**src/hw/rtl/spal_fifo.sv**
```systemverilog
// ----------------------------------------------------------------------------
// spal_fifo
// Short queue between the classifying front and the processing back.
// ----------------------------------------------------------------------------
`default_nettype none

module spal_fifo #(
    parameter int WIDTH = 8,
    parameter int DEPTH = 2
) (
    input  wire logic             i_clk,
    input  wire logic             i_rst_n,
    input  wire logic             i_push,
    input  wire logic [WIDTH-1:0] i_data,
    input  wire logic             i_pop,
    output logic      [WIDTH-1:0] o_data,
    output logic                  o_full,
    output logic                  o_empty
);

    localparam int AW = (DEPTH > 1) ? $clog2(DEPTH) : 1;
    localparam int CW = $clog2(DEPTH + 1);

    logic [WIDTH-1:0] r_mem [DEPTH];
    logic [AW-1:0]    r_wp, r_rp;
    logic [CW-1:0]    r_cnt;

    assign o_full  = (r_cnt == CW'(DEPTH));
    assign o_empty = (r_cnt == '0);
    assign o_data  = r_mem[r_rp];

    always_ff @(posedge i_clk) begin
        if (!i_rst_n) begin
            r_wp  <= '0;
            r_rp  <= '0;
            r_cnt <= '0;
        end else begin
            if (i_push) begin
                r_wp <= (r_wp == AW'(DEPTH - 1)) ? '0 : r_wp + AW'(1);
            end
            if (i_pop) begin
                r_rp <= (r_rp == AW'(DEPTH - 1)) ? '0 : r_rp + AW'(1);
            end
            case ({i_push, i_pop})
                2'b10:   r_cnt <= r_cnt + CW'(1);
                2'b01:   r_cnt <= r_cnt - CW'(1);
                default: r_cnt <= r_cnt;
            endcase
        end
    end

    always_ff @(posedge i_clk) begin
        if (i_push) begin
            r_mem[r_wp] <= i_data;
        end
    end

endmodule

`default_nettype wire

```
**config.mk**
```make
export PLATFORM = sky130hd
export DESIGN_NAME = spal_fifo
export DESIGN_NICKNAME = d
export VERILOG_FILES = /design/src/hw/rtl/spal_fifo.sv
export SDC_FILE = /design/constraint.sdc
export NUM_CORES = 1
export LEC_CHECK = 0
export BUFFER_PORTS_ARGS = -buffer_cell sky130_fd_sc_hd__buf_2
export CAP_MARGIN = 0
export CORE_MARGIN = 4
export CORE_UTILIZATION = 44
export DETAILED_ROUTE_END_ITERATION = 8
export PLACE_DENSITY = 0.8
export SLEW_MARGIN = 0
export SYNTH_ARGS = -nofsm -noshare
export SYNTH_HDL_FRONTEND = slang
export SYNTH_SLANG_ARGS = --single-unit
```
**constraint.sdc**
```tcl
create_clock -name i_clk -period 1.1 [get_ports i_clk]
set_input_delay 0.165 -clock i_clk [delete_from_list [all_inputs] [get_ports i_clk]]
set_output_delay 0.165 -clock i_clk [all_outputs]
set_load 0.1 [all_outputs]
```
# ---- After elaboration in Yosys (flattened, before gate mapping)
# Memory sizes are Yosys's and may differ from the RTL's. A register that Yosys moved wholly into a read port is not among the register bits.
# Index checks and enable logic that the tools add are counted.
dict set report classes {
  reduce_logical 2
  order_cmp 0
  shifts 0
  div 0
  n_eq_ne 3
  n_mux 7
  multipliers 0
  add_sub_neg 4
  bitwise 0
}
# operator count
set op_table {}
lappend op_table {{2-to-1 mux 1 bit} 6}
lappend op_table {{equality test 2 bit, second input constant} 2}
lappend op_table {{one-hot mux 2 bit (2 select lines)} 1}
lappend op_table {{adder 1 bit, second input constant} 2}
lappend op_table {{adder 2 x 1 -> 2 bit, second input constant} 1}
lappend op_table {{equality test 2 x 1 -> 1 bit, second input constant} 1}
lappend op_table {{logical NOT 2 bit} 1}
lappend op_table {{nonzero test 2 bit} 1}
lappend op_table {{subtractor 2 x 1 -> 2 bit, second input constant} 1}
dict set report word_totals {
  latch_bits 0
  romBits 0
  register_bits 4
  output_inout_bits 10
  n_memories 1
  ramBits 16
  wordCells 20
  in_bits 12
}
# name depth word_bits read_ports rd_clocked_by_memory_dff write_ports line_no
set mem_list {}
lappend mem_list {r_mem 2 8 1 1 1 24} ;# logic [WIDTH-1:0] r_mem [DEPTH];

# ---- Depth between registers and ports, before layout
# Gate-level depths: netlist (run 1).
dict set report depth {
  depth_word 4
  ltp_mapped 5
  depth_no_buf 5
}

# ---- Worst setup path after synthesis (run 1)
# No wires, ideal clock.
dict set report synth_path {
  path_type {register -> output}
  start {register r_cnt[0]}
  end {output o_empty}
  required_time_ns 0.935
  slack_ns -0.663
  arrival_time_ns 1.598
  n_path_buf 0
  path_stages_with_launch 2
  cell_sequence {dfxtp_1 > nor2_1}
}
dict set report synth_between {
  elab_chain_len 1
}
# item line_no
set synth_rtl {}
lappend synth_rtl {{start: declaration} 26} ;# logic [CW-1:0] r_cnt;
lappend synth_rtl {{start signal: assignment} 45} ;# 2'b10: r_cnt <= r_cnt + CW'(1);
lappend synth_rtl {{start signal: assignment} 46} ;# 2'b01: r_cnt <= r_cnt - CW'(1);
lappend synth_rtl {{start signal: assignment} 47} ;# default: r_cnt <= r_cnt;
lappend synth_rtl {{logical NOT 2 bit} 29} ;# assign o_empty = (r_cnt == '0);
lappend synth_rtl {{end: declaration} 18} ;# output logic o_empty
# Every way passes these cells.

==> results of run 1 <==
through the flow:
stage               util [%]  power, mW  instance area, um2  setup slack, ns  std cells
finish                  71.6       2.02                1220           -0.319        105
floorplan                  -       1.38                 800          -0.0826         47
detailed placement      66.8       1.66                1140          -0.0908        100
CTS                     71.4       2.04                1220           -0.331        105
global placement        66.8       1.64                1140          -0.0392        100
global route            71.6       2.12                1220           -0.380        105
flip-flops by register name, summed over array words and instances, names as in the netlist, named ones only:
| register | cells |
|---|---|
| r_wp | 1 |
| r_mem | 16 |
| r_rp | 1 |
| r_cnt | 2 |
what timing repair did:
| item | in CTS | in global routing |
|---|---|---|
| gates resized for setup | 14 | 2 |
| pin swaps | 2 | 0 |
| endpoints found under the setup margin | 10 | 19 |
| setup buffers | 1 | 0 |
Yosys cell counts:
cell type	number
sky130_fd_sc_hd__xor2_1	1
sky130_fd_sc_hd__edfxtp_1	16
sky130_fd_sc_hd__or3_1	1
sky130_fd_sc_hd__ha_1	1
sky130_fd_sc_hd__dfxtp_1	5
sky130_fd_sc_hd__xnor2_1	2
sky130_fd_sc_hd__nor2_1	2
sky130_fd_sc_hd__o21a_1	1
sky130_fd_sc_hd__and2_1	4
sky130_fd_sc_hd__inv_1	1
sky130_fd_sc_hd__o21ai_0	1
sky130_fd_sc_hd__and2b_2	1
sky130_fd_sc_hd__mux2_2	8
sky130_fd_sc_hd__a21boi_1	1
sky130_fd_sc_hd__nor2b_1	1
sky130_fd_sc_hd__buf_2	1
where the power goes:
| group | leakage (nW) | internal (mW) | switching (mW) | total [mW] |
|---|---|---|---|---|
| clock | 0.0150 | 0.140 | 0.204 | 0.345 |
| sequential | 0.193 | 0.911 | 0.0259 | 0.937 |
| combinational | 0.297 | 0.305 | 0.437 | 0.743 |
| total | 0.505 | 1.36 | 0.667 | 2.02 |
kinds of logic after synthesis:
group                    share of synthesized area [%]
XOR/XNOR                                          3.32
multiplexers                                      11.4
buffers and inverters                             1.10
adder cells (fa/ha/maj)                           1.58
AO/OA/AOI/OAI                                     2.53
AND/OR/NAND/NOR                                   6.79
flip-flops                                        73.3
worst max-delay path by stage:
stage                            endpoint  slack, ns  depth (start not counted)
CTS                             o_data[6]      -0.33                          3
global route                    o_data[2]      -0.38                          3
global placement                o_data[3]      -0.04                          3
detailed placement  r_cnt[1]$_SDFFE_PN0P_      -0.09                          5
floorplan                       o_data[0]      -0.08                          2
finish                          o_data[6]      -0.32                          3
area by class of cell:
type	count	area, um2
Clock buffer	4	26.3
Fill cell	122	484
Inverter	1	3.75
Multi-Input combinational cell	24	245
Sequential cell	21	587
Tap cell	25	31.3
Timing Repair Buffer	30	330
routing by layer:
layer / part of all wire, % / up-vias
met3: 6.8 / 2
met5: 0 / -
met1: 38 / 227
met2: 54 / 15
li1: - / 236
met4: 0.93 / 0
==> flow_metrics.env, run 1 <==
export IMPL_power_density_cell_area_mw_per_mm2=1650
export IMPL_min_to="r_mem[0][3]$_DFFE_PP_"
export IMPL_start_kind="flip-flop"
export IMPL_clock_latency_ns=0.29
export IMPL_arrival_ns=1.25
export IMPL_holdCritPathClass="in -> reg"
export IMPL_core_area_mm2=0.00171
export IMPL_clk_pin_slew_ns=0.11
export IMPL_finalHoldWorstSlack_ns=0.0584
export IMPL_worstHoldStart="i_data[3]"
export IMPL_synth_area_per_cell_um2=16.9
export IMPL_tns_ns=-2.67
export IMPL_tritoncts_clock_tree="yes"
export IMPL_grt_util_met3_pct=3.86
export IMPL_cp_slowest_stage_delay_ns=0.36
export IMPL_synthesis_instances=47
export IMPL_mostFrequentLayoutCell="sky130_fd_sc_hd__edfxtp_1"
export IMPL_area_growth_synth_to_final_pct=54.5
export IMPL_final_period_minus_worst_setup_slack_ns=1.42
export IMPL_die_height_um=50.4
export IMPL_grt_usage_pct=12.1
export IMPL_critPathKind="reg -> out"
export IMPL_grt_max_degree=12
export IMPL_reg2reg_to="r_cnt[1]$_SDFFE_PN0P_"
export IMPL_cts_hold_bufs=0
export IMPL_wire_per_inst_um=12.3
export IMPL_portBuffers=21
export IMPL_grt_use_met2_pct=19.1
export IMPL_finalWirelength_um=1290
export IMPL_worstHoldPathCells=1
export IMPL_status="finished with violations"
export IMPL_first_global_vias=506
export IMPL_final_max_slew_violation_count=0
export IMPL_numClockSinks=21
export IMPL_finalWorstSetupSlack_ns=-0.319
export IMPL_grt_use_met1_pct=16.2
export IMPL_cts_root_cell="sky130_fd_sc_hd__clkbuf_4"
export IMPL_skew_ns=0.00654
export IMPL_grt_most_used_layer="met2"
export IMPL_total_leakage_power_nw=0.505
export IMPL_initial_core_util_pct=46.4
export IMPL_global_route_wire_length_before_repair_um=2270
export IMPL_cpLargestDelayFamily="flip-flops"
export IMPL_numCtsBuffers=3
export IMPL_critPathRequiredTime_ns=0.94
export IMPL_design_final_nets=94
export IMPL_post_route_cells_drive_above_1_share_pct=60.0
export IMPL_endpoint_kind="output port"
export IMPL_r2r_cells=4
export IMPL_drc_errors=0
export IMPL_worstMarginPinSlew_ns=0.201
export IMPL_clock_tree_buffer_depth=2
export IMPL_row_count=15
export IMPL_design_die_area_mm2=0.00254
export IMPL_crit_path_cell_trace="buf_6 -> mux2_4 -> buf_12"
export IMPL_path_max_fanout=4
export IMPL_finalWeightedCongestion=0.678
export IMPL_yosys_area_top_type="sky130_fd_sc_hd__edfxtp_1"
export IMPL_drt_iter0_drc=9
export IMPL_failed_checks="negative setup slack"
export IMPL_avg_vias_per_cell=4.57
export IMPL_num_antenna_cells=0
export IMPL_synthesized_area_um2=792
export IMPL_gr_total_overflow=0
export IMPL_timing_hold_violations_final=0
export IMPL_synthesis_nets=60
export IMPL_synth_yosys_seq_area_share_pct=73.3
export IMPL_buf_inv_stages_crit_path=2
export IMPL_vias=480
export IMPL_relSlewSlack_pct=86.4
export IMPL_synth_top_cells_by_area="sky130_fd_sc_hd__edfxtp_1 61%, sky130_fd_sc_hd__dfxtp_1 13%, sky130_fd_sc_hd__mux2_2 11%"
export IMPL_synth_lib_cells_used_distinct=16
export IMPL_cts_max_level=1
export IMPL_vdd_ir_drop_max_v=0.000913
export IMPL_crit_reg2reg_launch="r_cnt[0]$_SDFFE_PN0P_"
export IMPL_top_cell_type_s_share_of_synthesized_area_pct=60.7
export IMPL_detail_route_antenna_nets=0
export IMPL_first_pass_iters=5
export IMPL_drv_max_cap_violation_count=0
export IMPL_rsz_0062_raised_after_global_routing="true"
export IMPL_grt_antenna_before_repair=0
export IMPL_setup_violations_final=11
export IMPL_layout_common_cells="16 x sky130_fd_sc_hd__edfxtp_1, 11 x sky130_fd_sc_hd__buf_2, 10 x sky130_fd_sc_hd__buf_12"
export IMPL_worst_r2r_setup_slack_ns=-0.04
export IMPL_max_freq_ghz=0.705
export IMPL_cpMaxStageDelayCell="sky130_fd_sc_hd__dfxtp_2"
export IMPL_number_of_primary_i_o_pins=22
export IMPL_floorplan_die_width_um=50.4
export IMPL_postSynthRegisterBits=21
export IMPL_yosysWarnings=0
export IMPL_fraction_of_the_cycle_the_final_worst_path_needs_pct=129
Power figures use the tool's default switching activity.
==> run 2: changes to the inputs <==
--- a/config.mk
+++ b/config.mk
@@ -7,10 +7,12 @@
 export LEC_CHECK = 0
 export BUFFER_PORTS_ARGS = -buffer_cell sky130_fd_sc_hd__buf_2
 export CAP_MARGIN = 0
+export CORE_ASPECT_RATIO = 0.8
 export CORE_MARGIN = 4
 export CORE_UTILIZATION = 44
 export DETAILED_ROUTE_END_ITERATION = 8
 export PLACE_DENSITY = 0.8
+export SETUP_SLACK_MARGIN = 0.15
 export SLEW_MARGIN = 0
 export SYNTH_ARGS = -nofsm -noshare
 export SYNTH_HDL_FRONTEND = slang
==> run 2 against run 1 <==
The run still ends with negative setup slack left. Largest power group unchanged. Worst hold slack lost 0.020 ns. Utilization grew 1.6 points. Clock-buffer cell count shrank 1. Power grew 1.3%.
==> flow_metrics.env, run 2 (synthesized netlist as in run 1, its figures left out) <==
export IMPL_status="finished with violations"
export IMPL_failed_checks="negative setup slack"
export IMPL_mostFrequentLayoutCell="sky130_fd_sc_hd__edfxtp_1"
export IMPL_global_route_wire_length_before_repair_um=2210
export IMPL_endpoint_kind="output port"
export IMPL_largest_reg_flops=16
export IMPL_first_pass_iters=2
export IMPL_critPathKind="reg -> out"
export IMPL_drt_iter0_drc=7
export IMPL_num_antenna_cells=0
export IMPL_critPathRequiredTime_ns=0.94
export IMPL_holdCritPathClass="in -> reg"
export IMPL_crit_reg2reg_launch="r_cnt[0]$_SDFFE_PN0P_"
export IMPL_arrival_ns=1.27
export IMPL_highest_metal_used="met4"
export IMPL_place_inst=92
export IMPL_largest_register="r_mem"
export IMPL_grt_max_degree=14
export IMPL_clock_latency_ns=0.31
export IMPL_final_max_slew_violation_count=0
export IMPL_tritoncts_clock_tree="yes"
export IMPL_power_density_cell_area_mw_per_mm2=1690
export IMPL_portBuffers=21
export IMPL_dr_wl_met2_um=828
export IMPL_cts_root_cell="sky130_fd_sc_hd__clkbuf_4"
export IMPL_drv_max_cap_violation_count=0
export IMPL_post_route_cells_drive_above_1_share_pct=63.2
export IMPL_die_height_um=45.9
export IMPL_finalHoldWorstSlack_ns=0.0384
export IMPL_finalWirelength_um=1420
export IMPL_finish_cell_count_without_fillers=98
export IMPL_first_global_vias=492
export IMPL_dp_slack_ns=-0.152
export IMPL_path_max_fanout=8
export IMPL_cts_hold_bufs=0
export IMPL_layout_common_cells="16 x sky130_fd_sc_hd__edfxtp_1, 11 x sky130_fd_sc_hd__buf_2, 10 x sky130_fd_sc_hd__buf_12"
export IMPL_cts_max_level=1
export IMPL_finalWorstSetupSlack_ns=-0.334
export IMPL_worstHoldStart="i_data[1]"
export IMPL_fraction_of_the_cycle_the_final_worst_path_needs_pct=130
export IMPL_detail_route_antenna_nets=0
export IMPL_setup_violations_final=11
export IMPL_rsz_0062_raised_after_global_routing="true"
export IMPL_row_count=13
export IMPL_start_kind="flip-flop"
export IMPL_wire_per_inst_um=14.5
export IMPL_detail_route_wirelength_met1_um=500
export IMPL_area_growth_synth_to_final_pct=53.4
export IMPL_gr_total_overflow=0
export IMPL_worst_r2r_setup_slack_ns=-0.05
export IMPL_reg_largest_list="r_mem x16, r_cnt x2"
export IMPL_grt_usage_pct=12.2
export IMPL_post_dp_cell_area_mm2=0.00104
export IMPL_grt_antenna_before_repair=0
export IMPL_clk_pin_slew_ns=0.12
export IMPL_number_of_primary_i_o_pins=22
export IMPL_max_freq_ghz=0.697
export IMPL_design_final_nets=90
export IMPL_vdd_ir_drop_max_v=0.00103
export IMPL_initial_core_util_pct=47.7
export IMPL_avg_vias_per_cell=4.69
export IMPL_finish_instance_area_mm2=0.00121
export IMPL_core_area_mm2=0.00166
export IMPL_finalWeightedCongestion=0.672
export IMPL_numCtsBuffers=3
export IMPL_clock_tree_buffer_depth=2
export IMPL_detailroute_wirelength_met3_um=51
export IMPL_worstMarginPinSlew_ns=0.239
export IMPL_timing_hold_violations_final=0
export IMPL_skew_ns=0.00868
export IMPL_nFillCells=110
export IMPL_final_period_minus_worst_setup_slack_ns=1.43
export IMPL_numClockSinks=21
export IMPL_total_leakage_power_nw=0.483
export IMPL_vias=460
export IMPL_floorplan_die_width_um=55.4
export IMPL_relSlewSlack_pct=83.9
export IMPL_design_die_area_mm2=0.00255
export IMPL_drc_errors=0
run 2: worst paths after layout:
kind,depth (start not counted),to
max,2,o_data[2]
min,1,r_mem[1][1]$_DFFE_PP_
max reg2reg,4,r_cnt[1]$_SDFFE_PN0P_
min reg2reg,2,flip-flop
run 2: layout make-up:
cell class | instances | area (um2) | area share (%)
sequential | 21 | 593 | 48.8
timing repair buffer | 26 | 300 | 24.7
multi-input combinational | 24 | 260 | 21.4
tap | 22 | 27.5 | 2.27
clock buffer | 3 | 22.5 | 1.85
clock inverter | 1 | 7.51 | 0.618
inverter | 1 | 3.75 | 0.309
run 2: metal layers:
| metal | up-vias | GRT usage (%) |
|---|---|---|
| met2 | 13 | 23.1 |
| met4 | 0 | 7.28 |
| met3 | 4 | 2.83 |
| met1 | 216 | 12.7 |
| met5 | - | 0 |
| li1 | 227 | - |
run 2: timing repair:
item | in CTS | in global routing
buffers inserted | 2 | 0
gates resized for setup | 33 | 3
endpoints found under the setup margin | 19 | 19
pin swaps | 1 | 1
run 2: stage by stage:
stage          utilization (%)  power [mW]  setup TNS (ns)
2_1_floorplan                -        1.43               0
3_3_place_gp              62.9        1.56           -1.01
3_5_place_dp              62.9        1.58           -1.13
4_1_cts                   72.5        2.06           -2.99
5_1_grt                   73.2        2.13           -3.52
6_report                  73.2        2.05           -2.90
run 2: power by group:
| part | switching (mW) | total [mW] | internal [mW] | leakage (nW) |
|---|---|---|---|---|
| registers | 0.0391 | 0.950 | 0.911 | 0.194 |
| clock network | 0.234 | 0.373 | 0.139 | 0.0139 |
| logic | 0.429 | 0.727 | 0.298 | 0.275 |
| total | 0.702 | 2.05 | 1.35 | 0.483 |
run 2: worst max-delay path, stage by stage (launching register included):
cell                      delay [ns]
sky130_fd_sc_hd__dfxtp_4        0.45
sky130_fd_sc_hd__mux2_4         0.33
sky130_fd_sc_hd__buf_12         0.17
==> run 3: changes to the inputs <==
==> config.mk (replaced) <==
export PLATFORM = sky130hd
export DESIGN_NAME = spal_fifo
export DESIGN_NICKNAME = d
export VERILOG_FILES = /design/src/hw/rtl/spal_fifo.sv
export SDC_FILE = /design/constraint.sdc
export NUM_CORES = 1
export LEC_CHECK = 0
export CAP_MARGIN = 0
export CORE_MARGIN = 4
export CORE_UTILIZATION = 52
export DETAILED_ROUTE_END_ITERATION = 8
export DONT_BUFFER_PORTS = 1
export PLACE_DENSITY = 0.78
export SETUP_SLACK_MARGIN = 0.15
export SLEW_MARGIN = 0
export SYNTH_ARGS = -nofsm -noshare
export SYNTH_HDL_FRONTEND = slang
export SYNTH_SLANG_ARGS = --single-unit
==> run 3 against run 2 <==
The flow still finishes with violations (negative setup slack). Utilization increased by 7.6 points. First-iteration DRC count increased by 57%. Clock skew is 0.0074 ns lower. Sequential share of layout area rose by 4.9 points. Highest routed layer unchanged.
==> flow_metrics.env, run 3 (synthesized netlist as in run 1, its figures left out) <==
export IMPL_avg_vias_per_cell=5.78
export IMPL_tritoncts_clock_tree="yes"
export IMPL_global_route_wire_length_before_repair_um=2570
export IMPL_area_growth_synth_to_final_pct=39.5
export IMPL_grt_util_met3_pct=5.36
export IMPL_detail_route_antenna_nets=0
export IMPL_largest_reg_flops=16
export IMPL_layout_common_cells="16 x sky130_fd_sc_hd__edfxtp_1, 9 x sky130_fd_sc_hd__dlygate4sd3_1, 8 x sky130_fd_sc_hd__mux2_4"
export IMPL_design_final_nets=79
export IMPL_critPathKind="reg -> out"
export IMPL_cts_max_level=1
export IMPL_skew_ns=0.00133
export IMPL_reg_largest_list="r_mem x16, r_cnt x2"
export IMPL_dp_slack_ns=-0.00402
export IMPL_timing_hold_violations_final=0
export IMPL_rsz_0062_raised_after_global_routing="true"
export IMPL_start_kind="flip-flop"
export IMPL_number_of_primary_i_o_pins=22
export IMPL_failed_checks="negative setup slack"
export IMPL_path_max_fanout=8
export IMPL_clock_tree_buffer_depth=2
export IMPL_first_pass_iters=3
export IMPL_buf_inv_stages_crit_path=0
export IMPL_grt_usage_pct=19.2
export IMPL_largest_register="r_mem"
export IMPL_grt_max_degree=12
export IMPL_setup_violations_final=11
export IMPL_grt_use_met2_pct=35.8
export IMPL_vdd_ir_drop_max_v=0.00141
export IMPL_grt_most_used_layer="met2"
export IMPL_numCtsBuffers=3
export IMPL_floorplan_die_width_um=47.0
export IMPL_num_antenna_cells=0
export IMPL_power_density_cell_area_mw_per_mm2=1770
export IMPL_endpoint_kind="output port"
export IMPL_numClockSinks=21
export IMPL_grt_use_met1_pct=19.1
export IMPL_fraction_of_the_cycle_the_final_worst_path_needs_pct=125
export IMPL_die_height_um=47.0
export IMPL_worstMarginPinSlew_ns=0.353
export IMPL_place_inst=65
export IMPL_cp_slowest_stage_delay_ns=0.46
export IMPL_initial_core_util_pct=58.0
export IMPL_post_route_cells_drive_above_1_share_pct=46.2
export IMPL_design_die_area_mm2=0.00221
export IMPL_gr_total_overflow=0
export IMPL_drt_iter0_drc=11
export IMPL_row_count=13
export IMPL_cpMaxStageDelayCell="sky130_fd_sc_hd__mux2_4"
export IMPL_holdCritPathClass="in -> reg"
export IMPL_total_leakage_power_nw=0.409
export IMPL_cts_root_cell="sky130_fd_sc_hd__clkbuf_4"
export IMPL_cpLargestDelayFamily="multiplexers"
export IMPL_status="finished with violations"
export IMPL_critPathRequiredTime_ns=0.94
export IMPL_core_area_mm2=0.00137
export IMPL_first_global_vias=496
export IMPL_portBuffers=0
export IMPL_drc_errors=0
export IMPL_max_freq_ghz=0.724
export IMPL_finish_cell_count_without_fillers=80
export IMPL_drv_max_cap_violation_count=0
export IMPL_arrival_ns=1.22
export IMPL_mostFrequentLayoutCell="sky130_fd_sc_hd__edfxtp_1"
export IMPL_finalWirelength_um=1770
export IMPL_finalWorstSetupSlack_ns=-0.280
export IMPL_finalWeightedCongestion=0.597
export IMPL_clk_pin_slew_ns=0.10
export IMPL_final_max_slew_violation_count=0
export IMPL_layout_core_utilization_pct=80.9
export IMPL_grt_antenna_before_repair=0
export IMPL_place_hpwl_um=1000
export IMPL_vias=462
export IMPL_wire_per_inst_um=22.1
export IMPL_relSlewSlack_pct=76.6
export IMPL_final_period_minus_worst_setup_slack_ns=1.38
export IMPL_crit_path_cell_trace="mux2_4"
export IMPL_clock_latency_ns=0.30
run 3: changes by cell type in the layout (fill, tap and decap cells not counted), sizes merged:
cell         change
buf             -20
clkbuf           +1
clkinvlp         -1
dlygate4sd3      +9
run 3: power by group:
group          switching [mW]  internal [mW]  leakage [nW]
clock network           0.216          0.142        0.0150
logic                   0.426          0.216         0.200
registers              0.0471          0.910         0.194
run 3: final timing paths:
check	from	end	slack, ns	depth (start not counted)
worst max-delay path	flip-flop	o_data[7]	-0.28	1
worst min-delay path	i_push	r_wp$_SDFFE_PN0P_	0.09	2
worst max register to register	r_cnt[0]$_SDFFE_PN0P_	r_cnt[1]$_SDFFE_PN0P_	-0.12	4
worst min register to register	r_cnt[1]$_SDFFE_PN0P_	r_cnt[1]$_SDFFE_PN0P_	0.59	2
run 3: metal layers:
layer	up-vias	wire [um]
met3	6	122
met4	0	38
met5	-	0
met1	234	636
li1	206	-
met2	16	973
run 3: area by class of cell:
type	count	area, um2
Clock buffer	4	26.3
Fill cell	69	262
Inverter	1	3.75
Multi-Input combinational cell	24	292
Sequential cell	21	593
Tap cell	15	18.8
Timing Repair Buffer	15	171
run 3: timing repair:
action	4_1_cts	5_1_grt
hold buffers	9	0
setup endpoints to repair	19	25
endpoints found under the hold margin	21	0
setup buffers	2	0
resized for setup	5	9
pin swaps	1	3
run 3: metrics by stage:
| step | power [mW] | hold WS [ns] | TNS (ns) | instance area (um2) |
|---|---|---|---|---|
| 6_report | 1.96 | 0.0906 | -2.68 | 1100 |
| 5_1_grt | 2.03 | 0.0807 | -3.20 | 1100 |
| 4_1_cts | 1.90 | 0.0863 | -2.55 | 1060 |
| 3_5_place_dp | 1.51 | 0.264 | -0.00868 | 917 |
| 3_3_place_gp | 1.49 | 0.264 | 0 | 917 |
| 2_1_floorplan | 1.43 | 0.264 | 0 | 855 |
run 3: worst register-to-register path, cell delays in order, from the launching register on:
cell	delay, ns
sky130_fd_sc_hd__dfxtp_4	0.37
sky130_fd_sc_hd__buf_6	0.13
sky130_fd_sc_hd__xnor2_4	0.12
sky130_fd_sc_hd__or3_4	0.39
sky130_fd_sc_hd__a21boi_2	0.14
